$ cat src/hw/rtl/clnws_pkg.sv
// Package with the types, codes and sequencer functions of the LCD nibble write sequencer.
`timescale 1ns / 1ps

package clnws_pkg;

	// Request codes.
	localparam logic [2:0] CMD_TICK     = 3'd0;
	localparam logic [2:0] CMD_INSTR    = 3'd1;
	localparam logic [2:0] CMD_DATA     = 3'd2;
	localparam logic [2:0] CMD_POSITION = 3'd3;
	localparam logic [2:0] CMD_GLYPH    = 3'd4;
	localparam logic [2:0] CMD_INIT     = 3'd5;

	// Configuration register indexes.
	localparam logic [2:0] CFG_ENABLE_PULSE = 3'd0;
	localparam logic [2:0] CFG_GAP_HIGH     = 3'd1;
	localparam logic [2:0] CFG_GAP_LOW      = 3'd2;
	localparam logic [2:0] CFG_POWER_WAIT   = 3'd3;
	localparam logic [2:0] CFG_WAIT_FIRST   = 3'd4;
	localparam logic [2:0] CFG_WAIT_CLEAR   = 3'd5;
	localparam logic [2:0] CFG_DISPLAY_MODE = 3'd6;

	// Controller instruction bytes.
	localparam logic [7:0] INIT_WAKE     = 8'h33;
	localparam logic [7:0] INIT_FOUR_BIT = 8'h32;
	localparam logic [7:0] INIT_FUNCTION = 8'h28;
	localparam logic [7:0] INIT_ENTRY    = 8'h06;
	localparam logic [7:0] INIT_DISPLAY  = 8'h0C;
	localparam logic [7:0] INIT_CLEAR    = 8'h01;
	localparam logic [7:0] ADDR_LINE1    = 8'h80;
	localparam logic [7:0] ADDR_LINE2    = 8'hC0;
	localparam logic [7:0] ADDR_GLYPH    = 8'h40;
	localparam logic [7:0] NIBBLE_LOW    = 8'h0F;
	localparam logic [7:0] NIBBLE_HIGH   = 8'hF0;

	// Number of zero-length steps that can chain within one item.
	localparam int SETTLE_STEPS = 4;

	typedef enum logic [2:0] {
		PH_IDLE     = 3'd0,
		PH_POWER    = 3'd1,
		PH_HI_PULSE = 3'd2,
		PH_HI_GAP   = 3'd3,
		PH_LO_PULSE = 3'd4,
		PH_LO_GAP   = 3'd5,
		PH_EXTRA    = 3'd6
	} phase_t;

	typedef struct packed {
		logic [2:0] command;
		logic [7:0] byte_value;
		logic [1:0] line;
		logic [7:0] column;
		logic [3:0] slot;
	} req_t;

	typedef struct packed {
		logic [3:0] data_nibble;
		logic       register_select;
		logic       enable;
		logic       busy_res;
		logic       accepted;
	} res_t;

	typedef struct packed {
		logic [7:0] enable_pulse_ticks;
		logic [7:0] gap_after_high_nibble;
		logic [7:0] gap_after_low_nibble;
		logic [7:0] power_up_wait_ticks;
		logic [7:0] wait_after_first_init;
		logic [7:0] wait_after_clear;
		logic [1:0] display_mode_bits;
	} cfg_t;

	typedef struct packed {
		phase_t     phase;
		logic [7:0] tick_count;
		logic [7:0] byte_in_flight;
		logic       select_in_flight;
		logic [2:0] init_step;
		logic [3:0] pin_nibble;
	} seq_state_t;

	// Enable pulse length; a programmed zero counts as one tick.
	function automatic logic [7:0] pulse_len(input cfg_t cfg);
		return (cfg.enable_pulse_ticks == 8'd0) ? 8'd1 : cfg.enable_pulse_ticks;
	endfunction

	// Load a byte and drive its high nibble for the first pulse tick.
	function automatic seq_state_t start_byte(input seq_state_t s, input logic [7:0] b,
			input logic rs, input cfg_t cfg);
		seq_state_t n;
		n = s;
		n.byte_in_flight = b;
		n.select_in_flight = rs;
		n.phase = PH_HI_PULSE;
		n.tick_count = pulse_len(cfg);
		n.pin_nibble = b[7:4];
		return n;
	endfunction

	// Instruction byte for the current init step; any step outside 1 to 5 is the clear.
	function automatic logic [7:0] init_byte(input logic [2:0] step, input cfg_t cfg);
		logic [7:0] b;
		case (step)
			3'd1:    b = INIT_WAKE;
			3'd2:    b = INIT_FOUR_BIT;
			3'd3:    b = INIT_FUNCTION;
			3'd4:    b = INIT_ENTRY;
			3'd5:    b = INIT_DISPLAY | {6'd0, cfg.display_mode_bits};
			default: b = INIT_CLEAR;
		endcase
		return b;
	endfunction

	// One step of the sequencer once the current count has run out.
	function automatic seq_state_t advance(input seq_state_t s, input cfg_t cfg);
		seq_state_t n;
		n = s;
		case (s.phase)
			PH_POWER: begin
				n.init_step = 3'd1;
				n = start_byte(n, init_byte(3'd1, cfg), 1'b0, cfg);
			end
			PH_HI_PULSE: begin
				n.phase = PH_HI_GAP;
				n.tick_count = cfg.gap_after_high_nibble;
			end
			PH_HI_GAP: begin
				n.phase = PH_LO_PULSE;
				n.tick_count = pulse_len(cfg);
				n.pin_nibble = s.byte_in_flight[3:0];
			end
			PH_LO_PULSE: begin
				n.phase = PH_LO_GAP;
				n.tick_count = cfg.gap_after_low_nibble;
			end
			PH_LO_GAP: begin
				if (s.init_step == 3'd1) begin
					n.phase = PH_EXTRA;
					n.tick_count = cfg.wait_after_first_init;
				end else if (s.init_step >= 3'd6) begin
					n.phase = PH_EXTRA;
					n.tick_count = cfg.wait_after_clear;
				end else if (s.init_step >= 3'd2) begin
					n.init_step = s.init_step + 3'd1;
					n = start_byte(n, init_byte(n.init_step, cfg), 1'b0, cfg);
				end else begin
					n.phase = PH_IDLE;
					n.tick_count = 8'd0;
				end
			end
			PH_EXTRA: begin
				if (s.init_step >= 3'd6 || s.init_step == 3'd0) begin
					n.phase = PH_IDLE;
					n.tick_count = 8'd0;
					n.init_step = 3'd0;
				end else begin
					n.init_step = s.init_step + 3'd1;
					n = start_byte(n, init_byte(n.init_step, cfg), 1'b0, cfg);
				end
			end
			default: begin
				n.phase = PH_IDLE;
				n.tick_count = 8'd0;
				n.init_step = 3'd0;
			end
		endcase
		return n;
	endfunction

	// Skip over zero-length waits; at most a few of them chain before a pulse or idle.
	function automatic seq_state_t settle(input seq_state_t s, input cfg_t cfg);
		seq_state_t n;
		n = s;
		for (int i = 0; i < SETTLE_STEPS; i++) begin
			if (n.phase != PH_IDLE && n.tick_count == 8'd0) begin
				n = advance(n, cfg);
			end
		end
		return n;
	endfunction

endpackage

$ cat src/hw/rtl/char_lcd_nibble_write_sequencer.sv
// Top level of the character LCD nibble write sequencer.
`timescale 1ns / 1ps

// Character LCD write sequencer for a 4-bit bus. Every request item (a tick or a
// command) yields exactly one result item showing the pin levels, busy and whether
// the request was taken. One item is accepted per clock cycle unless req_stall is
// high. An accepted request is held in the input register, and when it is processed
// its result is written to the result register, where it is offered to the consumer.
// The result register stalls the input side only when it holds an untaken result
// and the consumer stalls. The configuration port is always ready; a write takes
// effect on the next cycle and is meant to be issued while the sequencer is idle.
// There is no clearing pass after reset.
module char_lcd_nibble_write_sequencer (
	input  logic                clk,
	input  logic                arst_n,
	input  logic                req_valid,
	output logic                req_stall,
	input  clnws_pkg::req_t     req,
	output logic                res_valid,
	input  logic                res_stall,
	output clnws_pkg::res_t     res,
	input  logic                cfg_valid,
	output logic                cfg_ready,
	input  logic [2:0]          cfg_index,
	input  logic [7:0]          cfg_data
);

	logic                  req_valid_s1;
	clnws_pkg::req_t       req_s1;
	clnws_pkg::cfg_t       cfg_q;
	clnws_pkg::seq_state_t state_q;
	clnws_pkg::seq_state_t state_start;
	clnws_pkg::seq_state_t state_next;
	logic                  accepted_next;
	logic                  res_valid_q;
	clnws_pkg::res_t       res_q;
	logic                  proc;

	// The held request is processed whenever the result register can take its result.
	assign proc      = req_valid_s1 && (!res_valid_q || !res_stall);
	assign req_stall = req_valid_s1 && !proc;
	assign cfg_ready = 1'b1;
	assign res_valid = res_valid_q;
	assign res       = res_q;

	// Configuration registers.
	always_ff @(posedge clk or negedge arst_n) begin
		if (!arst_n) begin
			cfg_q.enable_pulse_ticks    <= 8'd1;
			cfg_q.gap_after_high_nibble <= 8'd5;
			cfg_q.gap_after_low_nibble  <= 8'd2;
			cfg_q.power_up_wait_ticks   <= 8'd20;
			cfg_q.wait_after_first_init <= 8'd1;
			cfg_q.wait_after_clear      <= 8'd2;
			cfg_q.display_mode_bits     <= 2'd0;
		end else if (cfg_valid && cfg_ready) begin
			case (cfg_index)
				clnws_pkg::CFG_ENABLE_PULSE: cfg_q.enable_pulse_ticks    <= cfg_data;
				clnws_pkg::CFG_GAP_HIGH:     cfg_q.gap_after_high_nibble <= cfg_data;
				clnws_pkg::CFG_GAP_LOW:      cfg_q.gap_after_low_nibble  <= cfg_data;
				clnws_pkg::CFG_POWER_WAIT:   cfg_q.power_up_wait_ticks   <= cfg_data;
				clnws_pkg::CFG_WAIT_FIRST:   cfg_q.wait_after_first_init <= cfg_data;
				clnws_pkg::CFG_WAIT_CLEAR:   cfg_q.wait_after_clear      <= cfg_data;
				clnws_pkg::CFG_DISPLAY_MODE: cfg_q.display_mode_bits     <= cfg_data[1:0];
				default: ;
			endcase
		end
	end

	// Input register valid flag.
	always_ff @(posedge clk or negedge arst_n) begin
		if (!arst_n) begin
			req_valid_s1 <= 1'b0;
		end else if (req_valid && !req_stall) begin
			req_valid_s1 <= 1'b1;
		end else if (proc) begin
			req_valid_s1 <= 1'b0;
		end
	end

	// Input register payload.
	always_ff @(posedge clk) begin
		if (req_valid && !req_stall) begin
			req_s1 <= req;
		end
	end

	// Apply the held request to the sequencer state before zero waits are skipped.
	always_comb begin
		state_start   = state_q;
		accepted_next = 1'b0;
		if (req_s1.command == clnws_pkg::CMD_TICK) begin
			if (state_q.phase != clnws_pkg::PH_IDLE && state_q.tick_count != 8'd0) begin
				state_start.tick_count = state_q.tick_count - 8'd1;
			end
		end else if (state_q.phase == clnws_pkg::PH_IDLE) begin
			case (req_s1.command)
				clnws_pkg::CMD_INSTR: begin
					accepted_next = 1'b1;
					state_start = clnws_pkg::start_byte(state_q, req_s1.byte_value, 1'b0, cfg_q);
				end
				clnws_pkg::CMD_DATA: begin
					accepted_next = 1'b1;
					state_start = clnws_pkg::start_byte(state_q, req_s1.byte_value, 1'b1, cfg_q);
				end
				clnws_pkg::CMD_POSITION: begin
					if (req_s1.column < 8'd16) begin
						accepted_next = 1'b1;
						if (req_s1.line == 2'd1) begin
							state_start = clnws_pkg::start_byte(state_q,
								clnws_pkg::ADDR_LINE1 | {4'd0, req_s1.column[3:0]}, 1'b0, cfg_q);
						end else if (req_s1.line == 2'd2) begin
							state_start = clnws_pkg::start_byte(state_q,
								clnws_pkg::ADDR_LINE2 | {4'd0, req_s1.column[3:0]}, 1'b0, cfg_q);
						end
					end
				end
				clnws_pkg::CMD_GLYPH: begin
					if (req_s1.slot < 4'd8) begin
						accepted_next = 1'b1;
						state_start = clnws_pkg::start_byte(state_q,
							clnws_pkg::ADDR_GLYPH | {2'd0, req_s1.slot[2:0], 3'd0}, 1'b0, cfg_q);
					end
				end
				clnws_pkg::CMD_INIT: begin
					accepted_next = 1'b1;
					state_start.init_step  = 3'd0;
					state_start.phase      = clnws_pkg::PH_POWER;
					state_start.tick_count = cfg_q.power_up_wait_ticks;
				end
				default: ;
			endcase
		end
	end

	// Skip every wait that has already run out.
	always_comb begin
		state_next = clnws_pkg::settle(state_start, cfg_q);
	end

	// Sequencer state register.
	always_ff @(posedge clk or negedge arst_n) begin
		if (!arst_n) begin
			state_q.phase            <= clnws_pkg::PH_IDLE;
			state_q.tick_count       <= 8'd0;
			state_q.byte_in_flight   <= 8'd0;
			state_q.select_in_flight <= 1'b0;
			state_q.init_step        <= 3'd0;
			state_q.pin_nibble       <= 4'd0;
		end else if (proc) begin
			state_q <= state_next;
		end
	end

	// Result register valid flag.
	always_ff @(posedge clk or negedge arst_n) begin
		if (!arst_n) begin
			res_valid_q <= 1'b0;
		end else if (proc) begin
			res_valid_q <= 1'b1;
		end else if (!res_stall) begin
			res_valid_q <= 1'b0;
		end
	end

	// Result register payload: pin levels after the request.
	always_ff @(posedge clk) begin
		if (proc) begin
			res_q.data_nibble     <= state_next.pin_nibble;
			res_q.register_select <= state_next.select_in_flight;
			res_q.enable          <= (state_next.phase == clnws_pkg::PH_HI_PULSE) ||
				(state_next.phase == clnws_pkg::PH_LO_PULSE);
			res_q.busy_res        <= (state_next.phase != clnws_pkg::PH_IDLE);
			res_q.accepted        <= accepted_next;
		end
	end

endmodule

$ cat config.mk
export PLATFORM = sky130hd
export DESIGN_NAME = char_lcd_nibble_write_sequencer
export DESIGN_NICKNAME = d
export VERILOG_FILES = /design/src/hw/rtl/clnws_pkg.sv /design/src/hw/rtl/char_lcd_nibble_write_sequencer.sv
export SDC_FILE = /design/constraint.sdc
export NUM_CORES = 1
export LEC_CHECK = 0
export ABC_AREA = 1
export BUFFER_PORTS_ARGS = -buffer_cell sky130_fd_sc_hd__buf_4
export CORE_ASPECT_RATIO = 0.5
export CORE_MARGIN = 2
export CORE_UTILIZATION = 45
export DETAILED_ROUTE_END_ITERATION = 8
export PLACE_DENSITY_LB_ADDON = 0.15
export SLEW_MARGIN = 20
export SYNTH_ARGS = -nofsm -noshare
export SYNTH_HDL_FRONTEND = slang
export SYNTH_SLANG_ARGS = --single-unit
$ cat constraint.sdc
create_clock -name clk -period 7.1 [get_ports clk]
set_input_delay 0.355 -clock clk [delete_from_list [all_inputs] [get_ports clk]]
set_output_delay 0.355 -clock clk [all_outputs]
set_load 0.02 [all_outputs]
# == Word-level counts from Yosys, hierarchy flattened ==
# Cells that the tools add are included.
# totals
output_inout_bits,11
ff_bits,112
inputBits,41
word_cells,242
# classes
n_reduce_logical,52
magnitude_cmp,10
n_eq_ne,64
addsub,5
muxes,85
bitwise_logic,1
# op_table
cell,count
$pmux 11 s6,4
$mux 27,9
$mux 16,13
$pmux 6 s5,4
$pmux 9 s3,4
$mux 11,8
$mux 10,8
$eq 3x3->1 const B,26
$pmux 4 s4,4
$eq 3x2->1 const B,21
$pmux 3 s4,4
$pmux 11 s4,1
$eq 3x1->1 const B,14
$logic_not 8->1,5
$mux 9,4
$pmux 9 s4,1
$mux 8,3
$logic_not 3->1,7
$reduce_bool 3->1,6
$mux 4,4
$mux 3,5
$reduce_or 3->1,5
$reduce_and 2->1,7
$add 3x1->3 const B,4
19 further kinds,46

# == Depth between registers and ports, before layout ==
# Gate-level depths: netlist of run 1.
# depth
ltp_word,42
ltp_mapped,40
depth_no_buf,39

# == Worst setup path before layout of run 1 ==
# No wires, ideal clock.
# synth_path
kind,reg-to-reg
start,register state_q[26] in the netlist's numbering
end,register res_q (netlist bit res[5]) (data pin)
path_stages_with_launch,37
t_arrival_ns,4.657
t_required_ns,6.849
path_slack_ns,2.193
period_less_slack_ns,4.907
path_cell_list,dfrtp_1 -> inv_2 -> nand3_4 -> nor2_2 -> inv_2 -> nand2_1 -> inv_1 -> ha_1 -> clkbuf_1 -> nand2_1 -> nand2_2 -> o21ai_0 -> nand3_1 -> a21oi_1 -> o21ai_0 -> o21ai_1 -> inv_1 -> ha_1 -> inv_1 -> nor2_4 -> nor2_1 -> nand2_2 -> nand2_1 -> nand2_1 -> nand3_1 -> nand2_1 -> nand2_1 -> inv_1 -> ha_1 -> inv_1 -> nand2_1 -> o21ai_0 -> nand3_1 -> nand3_1 -> nand2_1 -> nand2_1 -> inv_1
# synth_rtl
element,line,rtl
start: declaration,char_lcd_nibble_write_sequencer.sv:31,clnws_pkg::seq_state_t state_q;
start signal: assignment,char_lcd_nibble_write_sequencer.sv:151,state_q <= state_next;
end: declaration,char_lcd_nibble_write_sequencer.sv:36,clnws_pkg::res_t res_q;

# == Worst setup path in the final report of run 1 ==
# layout_path
start,register state_q[26] in the netlist's numbering
end,register state_q[17] in the netlist's numbering
# layout_via
elab_chain_len,28
word_cells_on_any_way,114
classes_between,add/sub (3); order compare (8); eq/ne (28); mux (49); reduce/logical (26)
# layout_lines
element,line,rtl
$mux 27,char_lcd_nibble_write_sequencer.sv:112,end else if (req_s1.line == 2'd2) begin
$mux 27,char_lcd_nibble_write_sequencer.sv:109,if (req_s1.line == 2'd1) begin
$mux 27,char_lcd_nibble_write_sequencer.sv:107,if (req_s1.column < 8'd16) begin
$pmux 11 s4,char_lcd_nibble_write_sequencer.sv:97,case (req_s1.command)
$mux 27,char_lcd_nibble_write_sequencer.sv:96,end else if (state_q.phase == clnws_pkg::PH_IDLE) begin
$mux 3,char_lcd_nibble_write_sequencer.sv:92,if (req_s1.command == clnws_pkg::CMD_TICK) begin
$eq 3x3->1 or $eq 3x2->1 (tied branches),clnws_pkg.sv:120,case (s.phase)
$reduce_or 3->1 (no source line),--,
[... 12 more ...],--,
$pmux 3 s4,clnws_pkg.sv:120,
$mux 27 (*),clnws_pkg.sv:177,if (n.phase != PH_IDLE && n.tick_count == 8'd0) begin
$ge 3x2->1,clnws_pkg.sv:145,end else if (s.init_step >= 3'd2) begin
$mux 10,clnws_pkg.sv:145,
$mux 11,clnws_pkg.sv:142,end else if (s.init_step >= 3'd6) begin
$mux 11,clnws_pkg.sv:139,if (s.init_step == 3'd1) begin
$pmux 11 s6,clnws_pkg.sv:120,
$mux 27 (*),clnws_pkg.sv:177,
# Mark *: on every way between the ends. The rest lies on a longest branch, timed or not.
# A chain may end at the register's enable or synchronous reset.

==> results of run 1 <==
## stage by stage
stage,power (mW),worst slack (ns),hold WS (ns),area [um2]
floorplan,2.363,2.193,0.05941,8589
global placement,2.942,1.035,0.4676,9203
detailed placement,2.940,0.8593,0.4837,9203
CTS,3.464,0.8195,0.1443,9502
global route,3.782,0.07628,0.06241,9505
finish,3.507,0.6447,0.007844,9505
## power by group through the flow
stage,combinational [mW],sequential [mW],clock (mW)
CTS,1.98,0.955,0.526
global route,2.26,0.976,0.550
floorplan,1.46,0.904,0
global placement,1.98,0.966,0
detailed placement,1.98,0.965,0
finish,2.03,0.965,0.514
## worst max-delay path by stage
stage | start | to | slack, ns | depth (start not counted)
6_report | state_q[26] | state_q[17] | 0.64 | 37
5_1_grt | state_q[26] | state_q[17] | 0.08 | 37
3_3_place_gp | state_q[26] | state_q[18] | 1.04 | 37
4_1_cts | state_q[26] | state_q[17] | 0.82 | 37
2_1_floorplan | state_q[26] | res[5] | 2.19 | 36
3_5_place_dp | state_q[26] | state_q[17] | 0.86 | 37
## cell type report
| type | count | area [um2] |
|---|---|---|
| fillers | 1944 | 9062 |
| multi-input cells | 1027 | 5012 |
| flip-flops and latches | 108 | 2878 |
| inverters | 152 | 575.6 |
| repair buffers | 55 | 416.7 |
| well taps | 259 | 324.1 |
| clock buffers | 10 | 250.2 |
| clock inverters | 6 | 48.80 |
## logic make-up (layout without fill, tap and decap cells)
logic type,after synthesis,in the layout,synth area share [%]
fa+ha+maj,17,17,2.476
simple gates,789,789,41.14
flops,108,108,33.50
compound gates,216,216,14.29
other cells,1,1,0.04366
xor+xnor,4,4,0.4078
buf+inv,177,223,8.143
## cells in the final DEF, fill, tap and decap left out, drive strengths merged, types with 2 or more instances in the layout
master  count
nor2      123
inv       156
a31oi       3
nand3     100
o211ai     12
o22ai       5
edfxtp     33
a21oi      52
o31ai       3
buf        55
ha         17
a22o        2
a21boi      2
xor2        4
clkbuf     10
nand2     539
a221oi      3
a22oi       3
nand3b      4
dfstp       8
nor3        3
nand4      17
o21ai     121
a32o        6
clkinv      2
or2         2
dfrtp      67
## metal layers
layer	part of all wire, %	track usage [%]
met1	49	46.01
met2	38	41.79
met4	1.1	5.698
met3	12	10.96
met5	0	0
## sequential cells by signal (all words and copies together), names as in the netlist
signal,flops
cfg_q,50
req_s1,25
state_q,23
req_valid_s1,1
res_valid,1
res,8
==> qor.yml, run 1 <==
synth_common_cells: "nand2_1, inv_1, o21ai_0, nor2_1, nand3_1"
slew_viol_final: 0
antenna_cells: 0
drive_above_1_share_pct: 13.62
endpoint_kind: "register"
fin_setup_tns_ns: 0
synth_cells: 1312
power_leakage_nw: 4.780
numCtsBuffers: 9
p_int_mw: 1.649
ios: 52
start_util_pct: 46.26
cp_slowest_cell: "dfrtp_1"
drt_iter0_markers: 881
final_antenna_net_count: 0
fmaxAchievable_mhz: 154.9
synth_area_leaders: "nand2_1, dfrtp_1, edfxtp_1"
avgSynthCellArea_um2: 6.547
skew_ns: 0.01013
netlist_area_um2: 8589
vias: 8919
r2r_end: "state_q[17]"
hold_violations: 0
grt_max_degree: 76
crit_type: "register to register"
dieHeight_um: 101.7
grt_pass1_wl_um: 45940
worstReg2RegStart: "state_q[26]"
wl_per_cell_um: 18.71
via_per_inst: 5.516
cts_tree: "built"
yosysMostFrequentCell: "nand2_1"
powerDensity_nw_per_um2: 369.0
period_needed_ns: 6.455
hold_path.class: "input port to asynchronous set/reset pin"
yosysSeqAreaShare_pct: 33.50
cts_buffer_depth: 2
required_ns: 7.36
path_delay_family: "simple AND/OR/NAND/NOR gates"
clkSinkCount: 108
reg2reg_depth: 37
cts_setup_buffers: 0
die_w_um: 199.4
slew_headroom_pct: 21.56
power_frac_comb_pct: 57.8
cts-root-buf: "clkbuf_16"
path_max_fanout: 10
ys_async_sr_fraction_pct: 69.44
layout.nets: 1411
status: "completed"
grt_pass1_vias: 7938
dp_cells: 1601
hold_buffers: 0
synth_edf_count: 33
post-synth-top-area-fraction_pct: 22.02
cts_resized: 0
path_clk_slew_ns: 0.08
cap_violations: 0
pwr-share-clk_pct: 14.7
grt_usage_pct: 30.62
insertion_delay_ns: 0.37
ir_drop_mv: 0.1711
antenna_found_initial: 0
first_pass_iters: 7
crit_buf_inv: 6
finalSetupViolCount: 0
fin_crit_sh_pct: 90.92
yosys_warnings: 0
area_growth_pct: 10.66
h-tree-depth: 3
drc_errors: 0
worst_pin_slew_ns: 1.175
gp_congestion: 1.087
fp.dieArea_um2: 20280
rrSetupSlack_ns: 0.64
hpwl_um: 23970
rsz0062_at_grt: "no"
critical-path-max-stage-delay_ns: 0.45
crit_top_cell: "nand2_1"
totalWireLength_um: 30250
start_kind: "register"
layoutNonFillerInstCount: 1617
p_sw_share_pct: 52.98
fin_util_pct: 51.19
synth.net_count: 1370
arrival_ns: 6.72
portBuffers: 50
p_seq_share_pct: 27.5
p_sw_mw: 1.858
synthFlopType: "dfrtp_1"
gr-total-overflow: 0
placementRows: 35
core_um2: 18570
synth_top_area_cell: "nand2_1"
synth-seq-cells: 108
synth_cell_types: 48
Note: power is estimated with default switching activity, not from simulation.
==> run 2, diff against run 1 <==
ABC_AREA = default   (was 1)
==> run 2 against run 1 <==
  * Sequential power increased by 2%
  * Maximum frequency is 3.2% lower
  * Utilization increased by 3.6 points
  * Combinational power is 36% higher
  * Non-clock buffer count grew 85
  * Count of clock-buffer cells in the layout rose by 1
  * Flip-flop and latch count did not move
  * Via count fell by 6.2%
  * Critical path depth fell by 15
  * Final cell count down 22%
  * Total power is 21% higher
  * Setup slack lost 0.21 ns
==> qor.yml, run 2 <==
gp_congestion: 1.009
worst_pin_slew_ns: 1.104
synth_cell_types: 89
yosys_warnings: 0
power_leakage_nw: 3.851
rsz0062_at_grt: "no"
numCtsBuffers: 9
path_clk_slew_ns: 0.07
antenna_cells: 0
grt_max_degree: 76
top_regs: "cfg_q (50), req_s1 (25), state_q (23)"
hold_path.class: "input port to asynchronous set/reset pin"
first_pass_iters: 8
synth-seq-cells: 108
drive_above_1_share_pct: 24.25
cts-root-buf: "clkbuf_16"
drt_iter0_markers: 1050
vias: 8368
skew_ns: 0.01490
area_growth_pct: 18.26
synth_top_area_cell: "dfrtp_1"
fin_crit_sh_pct: 93.90
layout.nets: 1088
hold_violations: 0
largest_register_ffs: 50
finalSetupViolCount: 0
ys_async_sr_fraction_pct: 69.44
period_needed_ns: 6.667
grt_pass1_wl_um: 49150
totalWireLength_um: 32440
crit_type: "register to register"
via_per_inst: 6.594
core_um2: 17530
clkSinkCount: 108
fp.dieArea_um2: 19200
start_kind: "register"
dp_cells: 1253
hpwl_um: 25590
nFillCells: 1670
fmaxAchievable_mhz: 150.0
finalWorstSetupSlack_ns: 0.4329
worstReg2RegStart: "state_q[24]"
start_util_pct: 46.32
placementRows: 34
arrival_ns: 6.95
antenna_found_initial: 0
pre_cts_slack_ns: 0.07240
cts_resized: 0
drc_errors: 0
die_w_um: 194.0
synthFlopType: "dfrtp_1"
powerDensity_nw_per_um2: 443.7
dieHeight_um: 98.98
synth_edf_count: 33
mostFrequentLayoutCells: "buf_4, nand2_1, a21oi_1, nor2_1, dfrtp_1"
netlist_area_um2: 8119
layoutNonFillerInstCount: 1269
path_max_fanout: 13
avgSynthCellArea_um2: 8.787
fin_util_pct: 54.78
final_antenna_net_count: 0
h-tree-depth: 3
synth.net_count: 982
rrSetupSlack_ns: 0.43
synth_common_cells: "nand2_1, a21oi_1, dfrtp_1, nor2_1"
grt_pass1_vias: 7840
cap_violations: 0
seq_area_um2: 2878
insertion_delay_ns: 0.37
grt_usage_pct: 34.26
slew_headroom_pct: 25.94
wl_per_cell_um: 25.56
yosysSeqAreaShare_pct: 35.44
fin_setup_tns_ns: 0
cts_tree: "built"
r2r_end: "state_q[10]"
reg2reg_depth: 22
ios: 52
cp-endpoint: "state_q[10]"
synth_cells: 924
multiInputGateArea_um2: 4965
worstSetupStartpoint: "state_q[24]"
slew_viol_final: 0
cts_setup_buffers: 0
final_common_cell: "buf_4"
max_flop_register: "cfg_q"
post-synth-top-area-fraction_pct: 20.65
yosysMostFrequentCell: "nand2_1"
hold_buffers: 0
synth_area_leaders: "dfrtp_1, edfxtp_1, mux2_2"
required_ns: 7.39
ir_drop_mv: 0.2148
portBuffers: 50
cts_buffer_depth: 2
status: "completed"
gr-total-overflow: 0
endpoint_kind: "register"
run 2: cells by family (layout without fill, tap and decap cells):
kind of cell	count (synthesis)	in the layout	synth area share, %
DFF	108	108	35.44
adders and majority gates	17	17	2.620
other	1	1	0.04619
muxes	76	76	10.23
AOI/OAI and AO/OA	319	319	26.54
buffers and inverters	75	186	3.760
xor gates and xnor gates	4	4	0.5241
and+or+nand+nor	324	324	20.84
run 2: worst min-delay path by stage:
stage | from | endpoint | slack, ns | cells after the start
2_1_floorplan | arst_n | cfg_q[0] | 0.06 | 0
3_3_place_gp | req_valid_s1 | res_valid | 0.48 | 1
3_5_place_dp | req_valid_s1 | res_valid | 0.48 | 1
4_1_cts | req[23] | req_s1[23] | 0.16 | 1
5_1_grt | req[17] | req_s1[17] | 0.15 | 1
6_report | arst_n | cfg_q[49] | 0.16 | 1
run 2: cell type report:
class / count / share of cell area [%]
Multi-Input combinational cell: 741 / 51.71
Sequential cell: 108 / 29.97
Timing Repair Buffer: 140 / 10.95
Tap cell: 234 / 3.049
Clock buffer: 11 / 2.750
Inverter: 30 / 1.173
Clock inverter: 5 / 0.4040
run 2: worst max-delay path, stage by stage, from the launching register on:
cell and delay, ns:
dfrtp_1 0.44, or3_1 0.61, nor4_4 0.41, nor4b_1 0.10, a2111o_1 0.39, a2111o_1 0.36
or4_4 0.62, o32a_1 0.39, ha_1 0.26, or3_1 0.38, a211oi_1 0.28, nor2_1 0.11
o21ai_0 0.27, a21oi_1 0.14, a21oi_2 0.28, inv_1 0.11, ha_1 0.24, buf_4 0.17
nor2_1 0.15, a211o_1 0.20, and2_4 0.25, mux2_1 0.34, o21ai_1 0.11
run 2: per-layer routing:
metal	track usage, %	wire length, um	vias to the layer above
met5	1.235	0	-
met4	9.091	787	0
met3	11.77	3960	60
met2	47.36	12820	468
met1	50.27	14870	4086
li1	-	-	3754
run 2: power breakdown:
part,internal [mW],total [mW],switching [mW]
clock network,0.272,0.517,0.245
logic,1.04,2.76,1.72
registers,0.806,0.985,0.179
total,2.12,4.26,2.14
run 2: metrics by stage:
stage / area, um2 / power [mW] / hold WS (ns)
2_1_floorplan: 8119 / 2.550 / 0.05941
3_3_place_gp: 9276 / 3.634 / 0.4769
3_5_place_dp: 9281 / 3.639 / 0.4761
4_1_cts: 9584 / 4.164 / 0.1612
5_1_grt: 9602 / 4.514 / 0.1542
6_report: 9602 / 4.260 / 0.1607
